==> src/hdl/msd_pkg.sv <==
// Shared types, constants and letter table for the Morse symbol decoder.
package msd_pkg;

	localparam int MAX_CODE_LENGTH = 4;
	localparam int TREE_DEPTH      = 4;
	localparam int CODE_LIMIT      = (MAX_CODE_LENGTH < TREE_DEPTH) ? MAX_CODE_LENGTH : TREE_DEPTH;
	localparam int POS_W           = TREE_DEPTH + 1;

	localparam logic [POS_W-1:0] NODE_ROOT  = POS_W'(1);
	// first node at the depth where the walk may not descend further
	localparam logic [POS_W-1:0] NODE_LIMIT = POS_W'(1) << CODE_LIMIT;

	localparam logic [7:0] SYM_DOT   = 8'h2E;
	localparam logic [7:0] SYM_DASH  = 8'h2D;
	localparam logic [7:0] SYM_SLASH = 8'h2F;
	localparam logic [7:0] CH_SPACE  = 8'h20;
	localparam logic [7:0] CH_PERIOD = 8'h2E;
	localparam logic [7:0] CH_NONE   = 8'h00;

	localparam logic [1:0] SEP_NONE  = 2'd0;
	localparam logic [1:0] SEP_ONE   = 2'd1;
	localparam logic [1:0] SEP_TWO   = 2'd2;
	localparam logic [1:0] SEP_MAX   = 2'd3;

	localparam int QUEUE_DEPTH = 4;
	localparam int QPTR_W      = $clog2(QUEUE_DEPTH);

	typedef enum logic [1:0] {
		OP_LETTER,
		OP_SPACE,
		OP_STOP_SPACE
	} op_t;

	typedef struct packed {
		op_t              op;
		logic [POS_W-1:0] node;
		logic             ovf;
	} cmd_t;

	typedef struct packed {
		logic full;
		logic empty;
	} q_status_t;

	function automatic logic [7:0] letter_of(input logic [4:0] node);
		logic [7:0] ch;
		unique case (node)
			5'd2:  ch = "E";
			5'd3:  ch = "T";
			5'd4:  ch = "I";
			5'd5:  ch = "A";
			5'd6:  ch = "N";
			5'd7:  ch = "M";
			5'd8:  ch = "S";
			5'd9:  ch = "U";
			5'd10: ch = "R";
			5'd11: ch = "W";
			5'd12: ch = "D";
			5'd13: ch = "K";
			5'd14: ch = "G";
			5'd15: ch = "O";
			5'd16: ch = "H";
			5'd17: ch = "V";
			5'd18: ch = "F";
			5'd20: ch = "L";
			5'd22: ch = "P";
			5'd23: ch = "J";
			5'd24: ch = "B";
			5'd25: ch = "X";
			5'd26: ch = "C";
			5'd27: ch = "Y";
			5'd28: ch = "Z";
			5'd29: ch = "Q";
			default: ch = CH_NONE;
		endcase
		return ch;
	endfunction

endpackage

==> src/hdl/morse_symbol_decoder_unit.sv <==
// Top level of the Morse symbol decoder.
// Takes one ASCII Morse symbol per clock while full is low ('.', '-', '/', anything
// else clears the slash run) and returns decoded characters through a queue-style
// result port. The front end keeps the tree walk and accepts a symbol every cycle
// while its 4-entry command queue has room; the back end turns each command into
// result words through a one-word output register, one word per cycle while the
// result is popped or the register is empty, so a third slash (period then space)
// gives two result words. The first result word passes through the command queue
// and the output register before it is on the ports; full reflects only the queue.
module morse_symbol_decoder_unit (
	input  logic       clk,
	input  logic       arst_n,
	input  logic       push,
	output logic       full,
	input  logic [7:0] symbol,
	input  logic       end_of_message,
	output logic       empty,
	input  logic       pop,
	output logic [7:0] out_char,
	output logic       retract_previous,
	output logic       invalid_code,
	output logic       last
);

	msd_pkg::cmd_t      cmd, head;
	msd_pkg::q_status_t q_status;
	logic               cmd_push, q_pop;

	assign full = q_status.full;

	msd_front u_front (
		.clk           (clk),
		.arst_n        (arst_n),
		.take          (push && !q_status.full),
		.symbol        (symbol),
		.end_of_message(end_of_message),
		.cmd_push      (cmd_push),
		.cmd           (cmd)
	);

	msd_queue u_queue (
		.clk     (clk),
		.arst_n  (arst_n),
		.push    (cmd_push),
		.push_cmd(cmd),
		.pop     (q_pop),
		.head    (head),
		.status  (q_status)
	);

	msd_back u_back (
		.clk             (clk),
		.arst_n          (arst_n),
		.q_empty         (q_status.empty),
		.q_head          (head),
		.q_pop           (q_pop),
		.pop             (pop),
		.empty           (empty),
		.out_char        (out_char),
		.retract_previous(retract_previous),
		.invalid_code    (invalid_code),
		.last            (last)
	);

endmodule

==> src/hdl/msd_front.sv <==
// Front end: takes symbols, walks the code tree, emits letter and gap commands.
module msd_front (
	input  logic                  clk,
	input  logic                  arst_n,
	input  logic                  take,
	input  logic [7:0]            symbol,
	input  logic                  end_of_message,
	output logic                  cmd_push,
	output msd_pkg::cmd_t         cmd
);

	logic [msd_pkg::POS_W-1:0] pos_q, pos_n;
	logic                      ovf_q, ovf_n;
	logic [1:0]                sep_q, sep_n;
	logic                      cmd_valid;

	always_comb begin
		pos_n     = pos_q;
		ovf_n     = ovf_q;
		sep_n     = sep_q;
		cmd_valid = 1'b0;
		cmd       = '{op: msd_pkg::OP_LETTER, node: pos_q, ovf: ovf_q};

		if (symbol == msd_pkg::SYM_SLASH) begin
			if (sep_q != msd_pkg::SEP_MAX) begin
				sep_n     = sep_q + 2'd1;
				cmd_valid = 1'b1;
				unique case (sep_q)
					msd_pkg::SEP_NONE: begin
						pos_n = msd_pkg::NODE_ROOT;
						ovf_n = 1'b0;
					end
					msd_pkg::SEP_ONE: cmd.op = msd_pkg::OP_SPACE;
					msd_pkg::SEP_TWO: cmd.op = msd_pkg::OP_STOP_SPACE;
					default: cmd_valid = 1'b0;
				endcase
			end
		end else begin
			sep_n = msd_pkg::SEP_NONE;
			if (symbol == msd_pkg::SYM_DOT || symbol == msd_pkg::SYM_DASH) begin
				if (ovf_q || pos_q >= msd_pkg::NODE_LIMIT) begin
					ovf_n = 1'b1;
				end else begin
					pos_n = {pos_q[msd_pkg::POS_W-2:0], symbol == msd_pkg::SYM_DASH};
				end
			end
		end

		// flush an unfinished letter; a slash letter never coincides with this
		if (end_of_message && (pos_n != msd_pkg::NODE_ROOT || ovf_n)) begin
			cmd_valid = 1'b1;
			cmd       = '{op: msd_pkg::OP_LETTER, node: pos_n, ovf: ovf_n};
			pos_n     = msd_pkg::NODE_ROOT;
			ovf_n     = 1'b0;
		end
	end

	assign cmd_push = take && cmd_valid;

	always_ff @(posedge clk or negedge arst_n) begin
		if (!arst_n) begin
			pos_q <= msd_pkg::NODE_ROOT;
			ovf_q <= 1'b0;
			sep_q <= msd_pkg::SEP_NONE;
		end else if (take) begin
			pos_q <= pos_n;
			ovf_q <= ovf_n;
			sep_q <= sep_n;
		end
	end

endmodule

==> src/hdl/msd_queue.sv <==
// Short command queue between front and back end.
module msd_queue (
	input  logic               clk,
	input  logic               arst_n,
	input  logic               push,
	input  msd_pkg::cmd_t      push_cmd,
	input  logic               pop,
	output msd_pkg::cmd_t      head,
	output msd_pkg::q_status_t status
);

	msd_pkg::cmd_t              entry_q [msd_pkg::QUEUE_DEPTH];
	logic [msd_pkg::QPTR_W-1:0] wr_ptr_q, rd_ptr_q;
	logic [msd_pkg::QPTR_W:0]   cnt_q;
	logic                       do_push, do_pop;

	assign status.full  = cnt_q == (msd_pkg::QPTR_W+1)'(msd_pkg::QUEUE_DEPTH);
	assign status.empty = cnt_q == '0;
	assign do_push      = push && !status.full;
	assign do_pop       = pop && !status.empty;
	assign head         = entry_q[rd_ptr_q];

	always_ff @(posedge clk or negedge arst_n) begin
		if (!arst_n) begin
			wr_ptr_q <= '0;
			rd_ptr_q <= '0;
			cnt_q    <= '0;
		end else begin
			if (do_push) wr_ptr_q <= wr_ptr_q + 1'b1;
			if (do_pop)  rd_ptr_q <= rd_ptr_q + 1'b1;
			case ({do_push, do_pop})
				2'b10:   cnt_q <= cnt_q + 1'b1;
				2'b01:   cnt_q <= cnt_q - 1'b1;
				default: cnt_q <= cnt_q;
			endcase
		end
	end

	always_ff @(posedge clk) begin
		if (do_push) entry_q[wr_ptr_q] <= push_cmd;
	end

endmodule

==> src/hdl/msd_back.sv <==
// Back end: expands commands into result words and holds the output register.
module msd_back (
	input  logic          clk,
	input  logic          arst_n,
	input  logic          q_empty,
	input  msd_pkg::cmd_t q_head,
	output logic          q_pop,
	input  logic          pop,
	output logic          empty,
	output logic [7:0]    out_char,
	output logic          retract_previous,
	output logic          invalid_code,
	output logic          last
);

	logic       out_valid_q;
	logic       phase_q;
	logic       load;
	logic       first_half;
	logic [7:0] letter;
	logic [7:0] ch_n;
	logic       retract_n, invalid_n, last_n;

	assign load       = (!out_valid_q || pop) && !q_empty;
	// period goes out first, the space on the next word
	assign first_half = (q_head.op == msd_pkg::OP_STOP_SPACE) && !phase_q;
	assign q_pop      = load && !first_half;
	assign empty      = !out_valid_q;
	assign letter     = q_head.ovf ? msd_pkg::CH_NONE : msd_pkg::letter_of(q_head.node);

	always_comb begin
		ch_n      = msd_pkg::CH_SPACE;
		retract_n = 1'b0;
		invalid_n = 1'b0;
		last_n    = 1'b1;
		unique case (q_head.op)
			msd_pkg::OP_LETTER: begin
				ch_n      = letter;
				invalid_n = letter == msd_pkg::CH_NONE;
			end
			msd_pkg::OP_STOP_SPACE: begin
				if (first_half) begin
					ch_n      = msd_pkg::CH_PERIOD;
					retract_n = 1'b1;
					last_n    = 1'b0;
				end
			end
			default: ch_n = msd_pkg::CH_SPACE;
		endcase
	end

	always_ff @(posedge clk or negedge arst_n) begin
		if (!arst_n) begin
			out_valid_q <= 1'b0;
			phase_q     <= 1'b0;
		end else begin
			if (load) begin
				out_valid_q <= 1'b1;
				phase_q     <= first_half;
			end else if (pop) begin
				out_valid_q <= 1'b0;
			end
		end
	end

	always_ff @(posedge clk) begin
		if (load) begin
			out_char         <= ch_n;
			retract_previous <= retract_n;
			invalid_code     <= invalid_n;
			last             <= last_n;
		end
	end

endmodule
==> config.mk <==
export PLATFORM = sky130hd
export DESIGN_NAME = morse_symbol_decoder_unit
export DESIGN_NICKNAME = d
export VERILOG_FILES = /design/src/hdl/msd_pkg.sv /design/src/hdl/morse_symbol_decoder_unit.sv /design/src/hdl/msd_front.sv /design/src/hdl/msd_queue.sv /design/src/hdl/msd_back.sv
export SDC_FILE = /design/constraint.sdc
export NUM_CORES = 1
export LEC_CHECK = 0
export BUFFER_PORTS_ARGS = -buffer_cell sky130_fd_sc_hd__buf_2
export CAP_MARGIN = 20
export CORE_MARGIN = 5
export CORE_UTILIZATION = 50
export DETAILED_ROUTE_END_ITERATION = 8
export PLACE_DENSITY = 0.65
export SETUP_SLACK_MARGIN = 0.1
export SLEW_MARGIN = 10
export SYNTH_ARGS = -nofsm -noshare
export SYNTH_HDL_FRONTEND = slang
export SYNTH_HIERARCHICAL = 1
export SYNTH_SLANG_ARGS = --single-unit
==> constraint.sdc <==
create_clock -name clk -period 7.3 [get_ports clk]
set_input_delay 0.73 -clock clk [delete_from_list [all_inputs] [get_ports clk]]
set_output_delay 0.73 -clock clk [all_outputs]
set_load 0.02 [all_outputs]
==> run metrics, run 1 <==
core area 0.00668 mm2; average cell area after synthesis 12.5 um2; Clock Power Share 0.235; Iter 0 DRT Violations 72; Non-Filler Instances 379; Starting Density 0.508; Post-DP Area 0.00353 mm2; CTS tree yes; post-DP HPWL 4330 um; Slew @ Worst Pin 0.681 ns; Synthesis Warnings 6; Die Ht 92.4 um; Data arrival, critical path 3.79 ns; Avg WL per Cell 15.7 um; Core Util, Final 0.559; placed insts 362; Post-CTS Hold Buffers 0; worst hold path type in2async; fin crit share 0.485; fin area 0.00373 mm2; antenna violation net count after detailed routing 0; IO Pins 26; Yosys reg bits 59; Port Buffers 24; Remaining DRCs 0; P&R area growth vs syn 9.99%; Tmin final 3.54 ns; Relative slew margins 0.542; Async S/R FF share, synth 0.288; post-synthesis cell type count 67; Internal Power 784 uW; CTS Buffer Depth 2; EDFF count, synth 42; sequential share of power 0.371; Crit Path Max Fanout 8; post-CTS resize count 0; number of global-route vias before repair 2,083; synth top area cells edfxtp_1 (37%), dfrtp_1 (12%), ha_1 (6.3%), mux4_2 (5.3%), inv_1 (2.0%); H-tree levels 3; total track usage 0.152; WS Path Type in2reg; filler cell count in the final layout 581; pin count of the biggest net entering global routing 20; Synth Flop Type edfxtp_1; routability cong. 0.862; clock sink count 59; Setup Fix Bufs, Post-CTS 0; Worst-path clk slew 0.07 ns; DRT Pass-1 Iters 4; sequential area share after synthesis 0.497; Switching Share 0.370; final net count 325; Final setup viols 0; share of cells above drive strength 1 0.258; Synthesized Nets 302; Final TNS setup 0 ns; most common cell in the netlist edfxtp_1; drt via density 5.64; mapped cell area 0.00339 mm2; row cnt 30; unrepaired setup endpoints after global routing false; Num CTS Buffers 9; Psw 461 uW; post-synthesis instance total 271; leak pwr 1.48 nW; WL final 5950 um; Die Wd 92.4 um; Clock Latency Late Sink 0.33 ns; Die ar. 0.00854 mm2; final slew viol count 0; number of max-cap violations 0; Clock Skews 0.00843 ns; Startpoint Class input pin; Worst Path Required 7.55 ns; status completed; final hold violations 0; gr ovfl total 0; Max Freq 283 MHz; post-synth top area share 0.372; wire length of the first global-routing pass 10,100 um; synth cell count leaders edfxtp_1 (42), inv_1 (18), nor2_1 (18); antenna violations before repair 0; clk root buf clkbuf_8; Max rail drop VDD 150 uV; Diodes inserted 0; biggest area consumer among synthesized cells edfxtp_1; vias post-DR 2,138; combinational share of power 0.394; Power Density 333 mW/mm2; Tot Pwr 1.24 mW; CP endpoint kind register
[worst paths after layout]
path                                                  end  slack [ns]                        from  depth (start not counted)
setup / recovery             u_queue/cnt_q[2]$_DFFE_PN0P_        3.76                   symbol[4]                         15
hold reg to reg                u_back/phase_q$_DFFE_PN0P_        0.51  u_back/phase_q$_DFFE_PN0P_                          1
max in group asynchronous    u_front/pos_q[0]$_DFFE_PN1P_        6.66                      arst_n                          1
setup reg to reg             u_queue/cnt_q[2]$_DFFE_PN0P_        3.86   u_front/ovf_q$_DFFE_PN0P_                         14
min in group clk               u_back/phase_q$_DFFE_PN0P_        0.51  u_back/phase_q$_DFFE_PN0P_                          1
hold / removal             u_back/out_valid_q$_DFFE_PN0P_        0.31                      arst_n                          1
[stage by stage]
step	hold slack (ns)	worst slack, ns
after global routing	0.329	3.55
after detailed placement	0.493	3.42
final	0.313	3.76
after global placement	0.492	3.54
after floorplan	0.434	3.78
after CTS	0.314	3.78
[worst max-delay path, stage by stage]
cell	delay (ns)
buf_2	0.09
nand4b_2	0.28
or2_0	0.42
a221oi_4	0.42
o2111ai_2	0.21
o21ai_4	0.28
a21oi_1	0.11
nor2b_4	0.16
inv_1	0.07
ha_1	0.17
inv_1	0.06
fa_1	0.37
xor2_1	0.15
nor2_1	0.11
xor2_1	0.16
[layout by cell type, fill, tap and decap left out, drive strengths merged, types with 2 or more instances in the layout]
cell / netlist / layout
a221oi: 3 / 3
edfxtp: 42 / 42
nor3: 5 / 5
a211oi: 3 / 3
and3: 3 / 3
a31oi: 3 / 3
clkbuf: 5 / 9
nand2: 13 / 13
xor2: 4 / 4
dfrtp: 16 / 16
mux2: 7 / 7
nor2b: 8 / 8
mux2i: 5 / 5
ha: 17 / 17
nand3: 2 / 2
or2: 5 / 5
inv: 20 / 22
buf: 8 / 25
a21oi: 10 / 10
clkinv: 0 / 2
mux4: 8 / 8
nor2: 18 / 18
and2: 8 / 8
o21ai: 12 / 12
nand2b: 4 / 4
o22ai: 2 / 2
xnor2: 3 / 3
a21o: 2 / 2
clkinvlp: 0 / 2
a22oi: 2 / 2
a22o: 7 / 7
o211ai: 3 / 3
[state kept, by name (all words and copies together), names as in the netlist, 2 cells and up]
register,flops
u_queue/entry_q,32
u_front/sep_q,2
u_queue/cnt_q,3
u_queue/wr_ptr_q,2
u_back/out_char,7
u_front/pos_q,5
u_queue/rd_ptr_q,2
[cell families after synthesis]
family,Yosys count,synth area share
buf+inv,33,0.0483
simple gates,74,0.130
other cells,1,0.00110
compound gates,59,0.142
fa+ha+maj,18,0.0686
mux,20,0.0955
xor+xnor,7,0.0181
flops,59,0.497
[routing by layer]
| metal | track usage | routed length, um | vias to the layer above |
|---|---|---|---|
| li1 | - | - | 1051 |
| met1 | 0.191 | 2660 | 1027 |
| met2 | 0.247 | 2900 | 47 |
| met3 | 0.0447 | 267 | 13 |
| met4 | 0.0619 | 116 | 0 |
| met5 | 0 | 0 | - |
[layout make-up]
class                   instances  area [um2]  share of cell area
repair buffers                 25         128              0.0342
clock buffers                   9         124              0.0332
multi-input cells             179        1540               0.413
well taps                      80         100              0.0268
inverters                      20        75.1              0.0201
clock inverters                 7        76.3              0.0204
flip-flops and latches         59        1690               0.452
[power by group through the flow]
stage | combinational (mW) | sequential [mW] | clock [mW]
final | 0.491 | 0.462 | 0.292
after global routing | 0.545 | 0.472 | 0.320
after CTS | 0.491 | 0.465 | 0.304
after detailed placement | 0.489 | 0.472 | 0
after global placement | 0.482 | 0.470 | 0
after floorplan | 0.411 | 0.464 | 0
Power figures use the tool's default switching activity.
==> inputs of run 2 (changes only) <==
--- a/config.mk
+++ b/config.mk
@@ -5,12 +5,13 @@
 export SDC_FILE = /design/constraint.sdc
 export NUM_CORES = 1
 export LEC_CHECK = 0
+export ABC_AREA = 1
 export BUFFER_PORTS_ARGS = -buffer_cell sky130_fd_sc_hd__buf_2
 export CAP_MARGIN = 20
 export CORE_MARGIN = 5
 export CORE_UTILIZATION = 50
 export DETAILED_ROUTE_END_ITERATION = 8
-export PLACE_DENSITY = 0.65
+export PLACE_DENSITY = 0.68
 export SETUP_SLACK_MARGIN = 0.1
 export SLEW_MARGIN = 10
 export SYNTH_ARGS = -nofsm -noshare
==> constraint.sdc (replaced) <==
create_clock -name clk -period 3.14 [get_ports clk]
set_input_delay 0.314 -clock clk [delete_from_list [all_inputs] [get_ports clk]]
set_output_delay 0.314 -clock clk [all_outputs]
set_load 0.02 [all_outputs]
==> run 2 against run 1 <==
  * Combinational power increased to 3.6 times the previous value
  * Die area up 5.3%
  * Sequential cell count unchanged
==> run metrics, run 2 <==
status completed; final slew viol count 0; core area 0.00714 mm2; biggest area consumer among synthesized cells edfxtp_1; post-synthesis instance total 430; antenna violation net count after detailed routing 0; Diodes inserted 0; most common cell in the netlist nand2_1; share of cells above drive strength 1 0.187; Yosys reg bits 59; commonest non-fill, non-tap cell in the layout nand2_1; Max Freq 353 MHz; average cell area after synthesis 8.36 um2; WL final 6480 um; worst hold path type in2reg; Max rail drop VDD 425 uV; Largest register FFs 32; leak pwr 2.02 nW; P&R area growth vs syn 12.2%; most frequent cells in the layout nand2_1 (130), inv_1 (67), edfxtp_1 (42); Avg WL per Cell 11.4 um; fin crit share 0.903; Worst-path clk slew 0.07 ns; cell mode on critical path nand2_1; Die Ht 94.8 um; Clock Latency Late Sink 0.33 ns; vias post-DR 2,707; worst r2r src u_front/sep_q[1]$_DFFE_PN0P_; GR peak layer met2; worst flop-to-flop path endpoint u_queue/cnt_q[2]$_DFFE_PN0P_; Starting Density 0.504; post-synth top area share 0.351; unrepaired setup endpoints after global routing false; CP endpoint kind register; Hold WS 0.185 ns; grt met1 use 0.189; clk root buf clkbuf_8; post-synthesis cell type count 31; number of max-cap violations 0; Data arrival, critical path 3.06 ns; wire length of the first global-routing pass 11,600 um; Power Density 872 mW/mm2; Tmin final 2.84 ns; clock sink count 59; Worst Setup EP u_queue/cnt_q[2]$_DFFE_PN0P_; cell depth of the worst setup path 21; Bufs and invs on worst path 4; IO Pins 26; final hold violations 0; CTS Buffer Depth 2; drt via density 4.76; CTS tree yes; EDFF count, synth 42; synth top area cells edfxtp_1 (35%), nand2_1 (14%), dfrtp_1 (11%), inv_1 (7.1%), ha_1 (5.9%); pin count of the biggest net entering global routing 35; antenna violations before repair 0; CP peak stage delay 0.40 ns; Most flops, register u_queue/entry_q; Port Buffers 24; crit-path cells inv_1, ha_1, inv_1, nor2_4, nand3_1, nand2_1, nand2_1, inv_1, nand3_1, nor2_2, nand2_4, nand2_8, o21ai_2, nand2_2, ha_1, inv_1, fa_1, nand2_1, nand3_1, nand2_1, nand2_1; register area 0.00169 mm2; routability cong. 0.842; Clock Skews 0.0114 ns; crit path from u_front/sep_q[1]$_DFFE_PN0P_; fin area 0.00404 mm2; Remaining DRCs 0; met2 usage 0.290; row cnt 31; Synthesis Warnings 6; mapped cell area 0.00360 mm2; number of global-route vias before repair 2,676; Synth Flop Type edfxtp_1; slowest stage cell, crit path dfrtp_1; Final setup viols 0; Die Wd 94.8 um; path depth of the worst reg2reg path 21; Startpoint Class register; final net count 496; Num CTS Buffers 9; filler cell count in the final layout 661; gr ovfl total 0; Crit Path Max Fanout 12; biggest regs u_queue/entry_q (32), u_back/out_char (7), u_front/pos_q (5); Synthesized Nets 461; H-tree levels 3; Post-DP Area 0.00379 mm2; met3 usage 0.0494; multi-input logic area 0.00154 mm2; Async S/R FF share, synth 0.288; Worst Path Required 3.37 ns; post-DP HPWL 4950 um; sequential area share after synthesis 0.469; WS Path Type reg2reg; setup slack, reg-to-reg 0.30 ns; family with the most delay on the worst path simple AND/OR/NAND/NOR gates; synth cell count leaders nand2_1 (130), inv_1 (68), edfxtp_1 (42); Iter 0 DRT Violations 109; total track usage 0.163; DRT Pass-1 Iters 4; Die ar. 0.00899 mm2
run 2: timing repair:
item	CTS	global route
hold endpoints to repair	16	0
pin swaps	1	2
buffers inserted	1	2
resized for setup	1	5
hold buffers	1	0
setup endpoints to repair	2	2
run 2: metal layers:
metal	vias to the layer above	share of wire
met1	1212	0.45
met4	0	0.016
met3	9	0.038
met5	-	0
li1	1440	-
met2	46	0.49
run 2: how the worst min path moves through the flow:
| stage | start | to | slack [ns] | cells past startpoint |
|---|---|---|---|---|
| CTS | pop | u_back/out_valid_q$_DFFE_PN0P_ | 0.17 | 2 |
| finish | pop | u_back/out_valid_q$_DFFE_PN0P_ | 0.19 | 2 |
| global route | pop | u_back/out_valid_q$_DFFE_PN0P_ | 0.19 | 2 |
| floorplan | arst_n | u_back/out_valid_q$_DFFE_PN0P_ | 0.02 | 0 |
| detailed placement | arst_n | u_back/out_valid_q$_DFFE_PN0P_ | 0.26 | 1 |
| global placement | arst_n | u_back/phase_q$_DFFE_PN0P_ | 0.26 | 1 |
run 2: per-stage QoR:
| step | TNS (ns) | power, mW | std cells | util | setup WS [ns] |
|---|---|---|---|---|---|
| 2_1_floorplan | 0 | 2.56 | 430 | - | 0.489 |
| 3_3_place_gp | 0 | 2.80 | 549 | 0.531 | 0.0853 |
| 3_5_place_dp | -0.0497 | 2.85 | 549 | 0.531 | -0.0497 |
| 4_1_cts | 0 | 3.53 | 567 | 0.561 | 0.143 |
| 5_1_grt | 0 | 3.87 | 569 | 0.566 | 0.113 |
| 6_report | 0 | 3.52 | 569 | 0.566 | 0.303 |
run 2: power by group:
group          total [mW]  switching, mW  internal [mW]
Sequential           1.09         0.0657           1.02
Combinational        1.76           1.19          0.573
Clock               0.665          0.279          0.387
Total                3.52           1.53           1.99
run 2: cells by family (layout without fill, tap and decap cells):
family,after synthesis,in the layout,share of synthesized area
compound gates,41,41,0.0710
xor+xnor,1,1,0.00244
fa+ha+maj,18,18,0.0647
buf+inv,86,126,0.107
flops,59,59,0.469
other cells,1,1,0.00104
simple gates,224,224,0.284
run 2: cell type report:
type	instances	area share
repair buffers	35	0.0508
clock buffers	12	0.0360
well taps	99	0.0307
multi-input cells	285	0.382
inverters	75	0.0697
flip-flops and latches	59	0.418
clock inverters	4	0.0124
==> inputs of run 3 (changes only) <==
--- a/config.mk
+++ b/config.mk
@@ -12,6 +12,7 @@
 export CORE_UTILIZATION = 50
 export DETAILED_ROUTE_END_ITERATION = 8
 export PLACE_DENSITY = 0.68
+export REMOVE_ABC_BUFFERS = 1
 export SETUP_SLACK_MARGIN = 0.1
 export SLEW_MARGIN = 10
 export SYNTH_ARGS = -nofsm -noshare
==> run 3 against run 2 <==
  * Via count is 0.11% higher
  * Largest cell class unchanged
  * Core utilization is 0.14 points higher
  * Maximum frequency is 1.8% lower
==> run metrics, run 3 (synthesis gave the netlist of run 2 again) <==
routability cong. 0.920; filler cell count in the final layout 653; antenna violations before repair 0; P&R area growth vs syn 12.5%; Psw 1.56 mW; Startpoint Class register; IO Pins 26; Clock Latency Late Sink 0.33 ns; worst flop-to-flop path endpoint u_queue/cnt_q[2]$_DFFE_PN0P_; clock sink count 59; Diodes inserted 0; Remaining DRCs 0; Die Ht 94.8 um; Data arrival, critical path 3.11 ns; final net count 494; Min-Delay Startpoint pop; wire length of the first global-routing pass 11,200 um; Clock Skews 0.0139 ns; number of global-route vias before repair 2,505; cell mode on critical path nand2_1; antenna violation net count after detailed routing 0; hold endpoint u_back/out_valid_q$_DFFE_PN0P_; Avg WL per Cell 11.5 um; setup slack, reg-to-reg 0.25 ns; most frequent cells in the layout nand2_1 (130), inv_1 (67), edfxtp_1 (42); Worst-path clk slew 0.08 ns; Iter 0 DRT Violations 121; Num CTS Buffers 9; CP peak stage delay 0.42 ns; Die Wd 94.8 um; Max rail drop VDD 312 uV; CTS Buffer Depth 2; Core Util, Final 0.567; Most flops, register u_queue/entry_q; Hold WS 0.183 ns; number of max-cap violations 0; CTS tree yes; register area 0.00169 mm2; Crit Path Max Fanout 12; hold path cells 2; drt via density 4.78; DRT Pass-1 Iters 4; vias post-DR 2,710; Starting Density 0.504; combinational share of power 0.483; share of cells above drive strength 1 0.186; fin crit share 0.920; core area 0.00714 mm2; Largest register FFs 32; WS Path Type reg2reg; status completed; H-tree levels 3; Internal Power 2.03 mW; pin count of the biggest net entering global routing 35; total track usage 0.158; CP endpoint kind register; worst r2r src u_front/sep_q[1]$_DFFE_PN0P_; Die ar. 0.00899 mm2; crit-path cells inv_1, ha_1, inv_1, nor2_4, nand3_1, nand2_1, nand2_1, inv_1, nand3_1, nor2_2, nand2_4, nand2_8, o21ai_1, nand2_2, ha_1, inv_1, fa_1, nand2_1, nand3_1, nand2_1, nand2_1; Port Buffers 24; slowest stage cell, crit path dfrtp_1; Tmin final 2.89 ns; multi-input logic area 0.00154 mm2; leak pwr 2.03 nW; post-DP HPWL 4830 um; final slew viol count 0; WL final 6510 um; worst hold path type in2reg; Max Freq 346 MHz; Final setup viols 0; Power Density 888 mW/mm2; Worst Path Required 3.37 ns; Clock Power Share 0.214; commonest non-fill, non-tap cell in the layout nand2_1; unrepaired setup endpoints after global routing false; Bufs and invs on worst path 4; clk root buf clkbuf_8; biggest regs u_queue/entry_q (32), u_back/out_char (7), u_front/pos_q (5); path depth of the worst reg2reg path 21; sequential share of power 0.304; row cnt 31; Switching Share 0.434; gr ovfl total 0; family with the most delay on the worst path simple AND/OR/NAND/NOR gates; final hold violations 0
==> run 3: changes by cell type in the layout (fill, tap and decap cells not counted), sizes merged <==
cell,change
clkbuf,-3
clkinv,+3
buf,-2
clkinvlp,-2
bufinv,+1
inv,+1
==> run 3: power groups by stage <==
stage	Combinational [mW]	Clock [mW]	Sequential [mW]
2_1_floorplan	1.25	0	1.18
3_3_place_gp	1.69	0	1.10
3_5_place_dp	1.73	0	1.11
4_1_cts	1.74	0.788	1.09
5_1_grt	1.98	0.830	1.11
6_report	1.73	0.768	1.09
==> run 3: final cells by class <==
class                      instances  area share
inverter                          75      0.0696
clock buffer                       9      0.0306
sequential                        59       0.417
timing repair buffer              33      0.0470
clock inverter                     7      0.0247
tap                               99      0.0306
multi-input combinational        285       0.380
==> run 3: layer usage <==
layer | share of wire | up-vias | track usage
met2 | 0.48 | 66 | 0.265
met1 | 0.46 | 1203 | 0.194
met4 | 0.015 | 0 | 0.0589
met3 | 0.046 | 14 | 0.0414
li1 | - | 1427 | -
met5 | 0 | - | 0
==> run 3: how the worst max path moves through the flow <==
stage	start	slack, ns	end	depth (start not counted)
CTS	u_front/sep_q[0]$_DFFE_PN0P_	0.13	u_queue/cnt_q[2]$_DFFE_PN0P_	21
floorplan	u_front/sep_q[0]$_DFFE_PN0P_	0.43	u_queue/cnt_q[2]$_DFFE_PN0P_	21
detailed placement	u_front/sep_q[0]$_DFFE_PN0P_	-0.01	u_queue/cnt_q[2]$_DFFE_PN0P_	21
global placement	u_front/sep_q[0]$_DFFE_PN0P_	0.09	u_queue/cnt_q[2]$_DFFE_PN0P_	21
global route	u_front/sep_q[0]$_DFFE_PN0P_	0.10	u_queue/cnt_q[1]$_DFFE_PN0P_	16
finish	u_front/sep_q[1]$_DFFE_PN0P_	0.25	u_queue/cnt_q[2]$_DFFE_PN0P_	21
==> run 3: timing repair <==
item,in CTS,in global routing
hold buffers,1,0
endpoints found under the hold margin,16,0
pin swaps,1,0
setup buffers,1,1
setup endpoints to repair,2,2
gates resized for setup,1,4
==> run 3: worst register-to-register path, cell delays in order, from the launching register on <==
cell	delay, ns
dfrtp_1	0.42
inv_1	0.10
ha_1	0.16
inv_1	0.07
nor2_4	0.13
nand3_1	0.11
nand2_1	0.08
nand2_1	0.09
inv_1	0.08
nand3_1	0.09
nor2_2	0.14
nand2_4	0.10
nand2_8	0.11
o21ai_1	0.11
nand2_2	0.10
ha_1	0.17
inv_1	0.07
fa_1	0.39
nand2_1	0.11
nand3_1	0.08
nand2_1	0.06
nand2_1	0.05
==> run 3: stage by stage <==
step / worst slack (ns) / total power, mW / cells / instance area (um2) / TNS (ns)
finish: 0.252 / 3.59 / 567 / 4050 / 0
global placement: 0.0875 / 2.79 / 548 / 3780 / 0
detailed placement: -0.0149 / 2.84 / 548 / 3780 / -0.0149
global route: 0.103 / 3.92 / 567 / 4050 / 0
floorplan: 0.432 / 2.43 / 419 / 3490 / 0
CTS: 0.131 / 3.62 / 566 / 4030 / 0
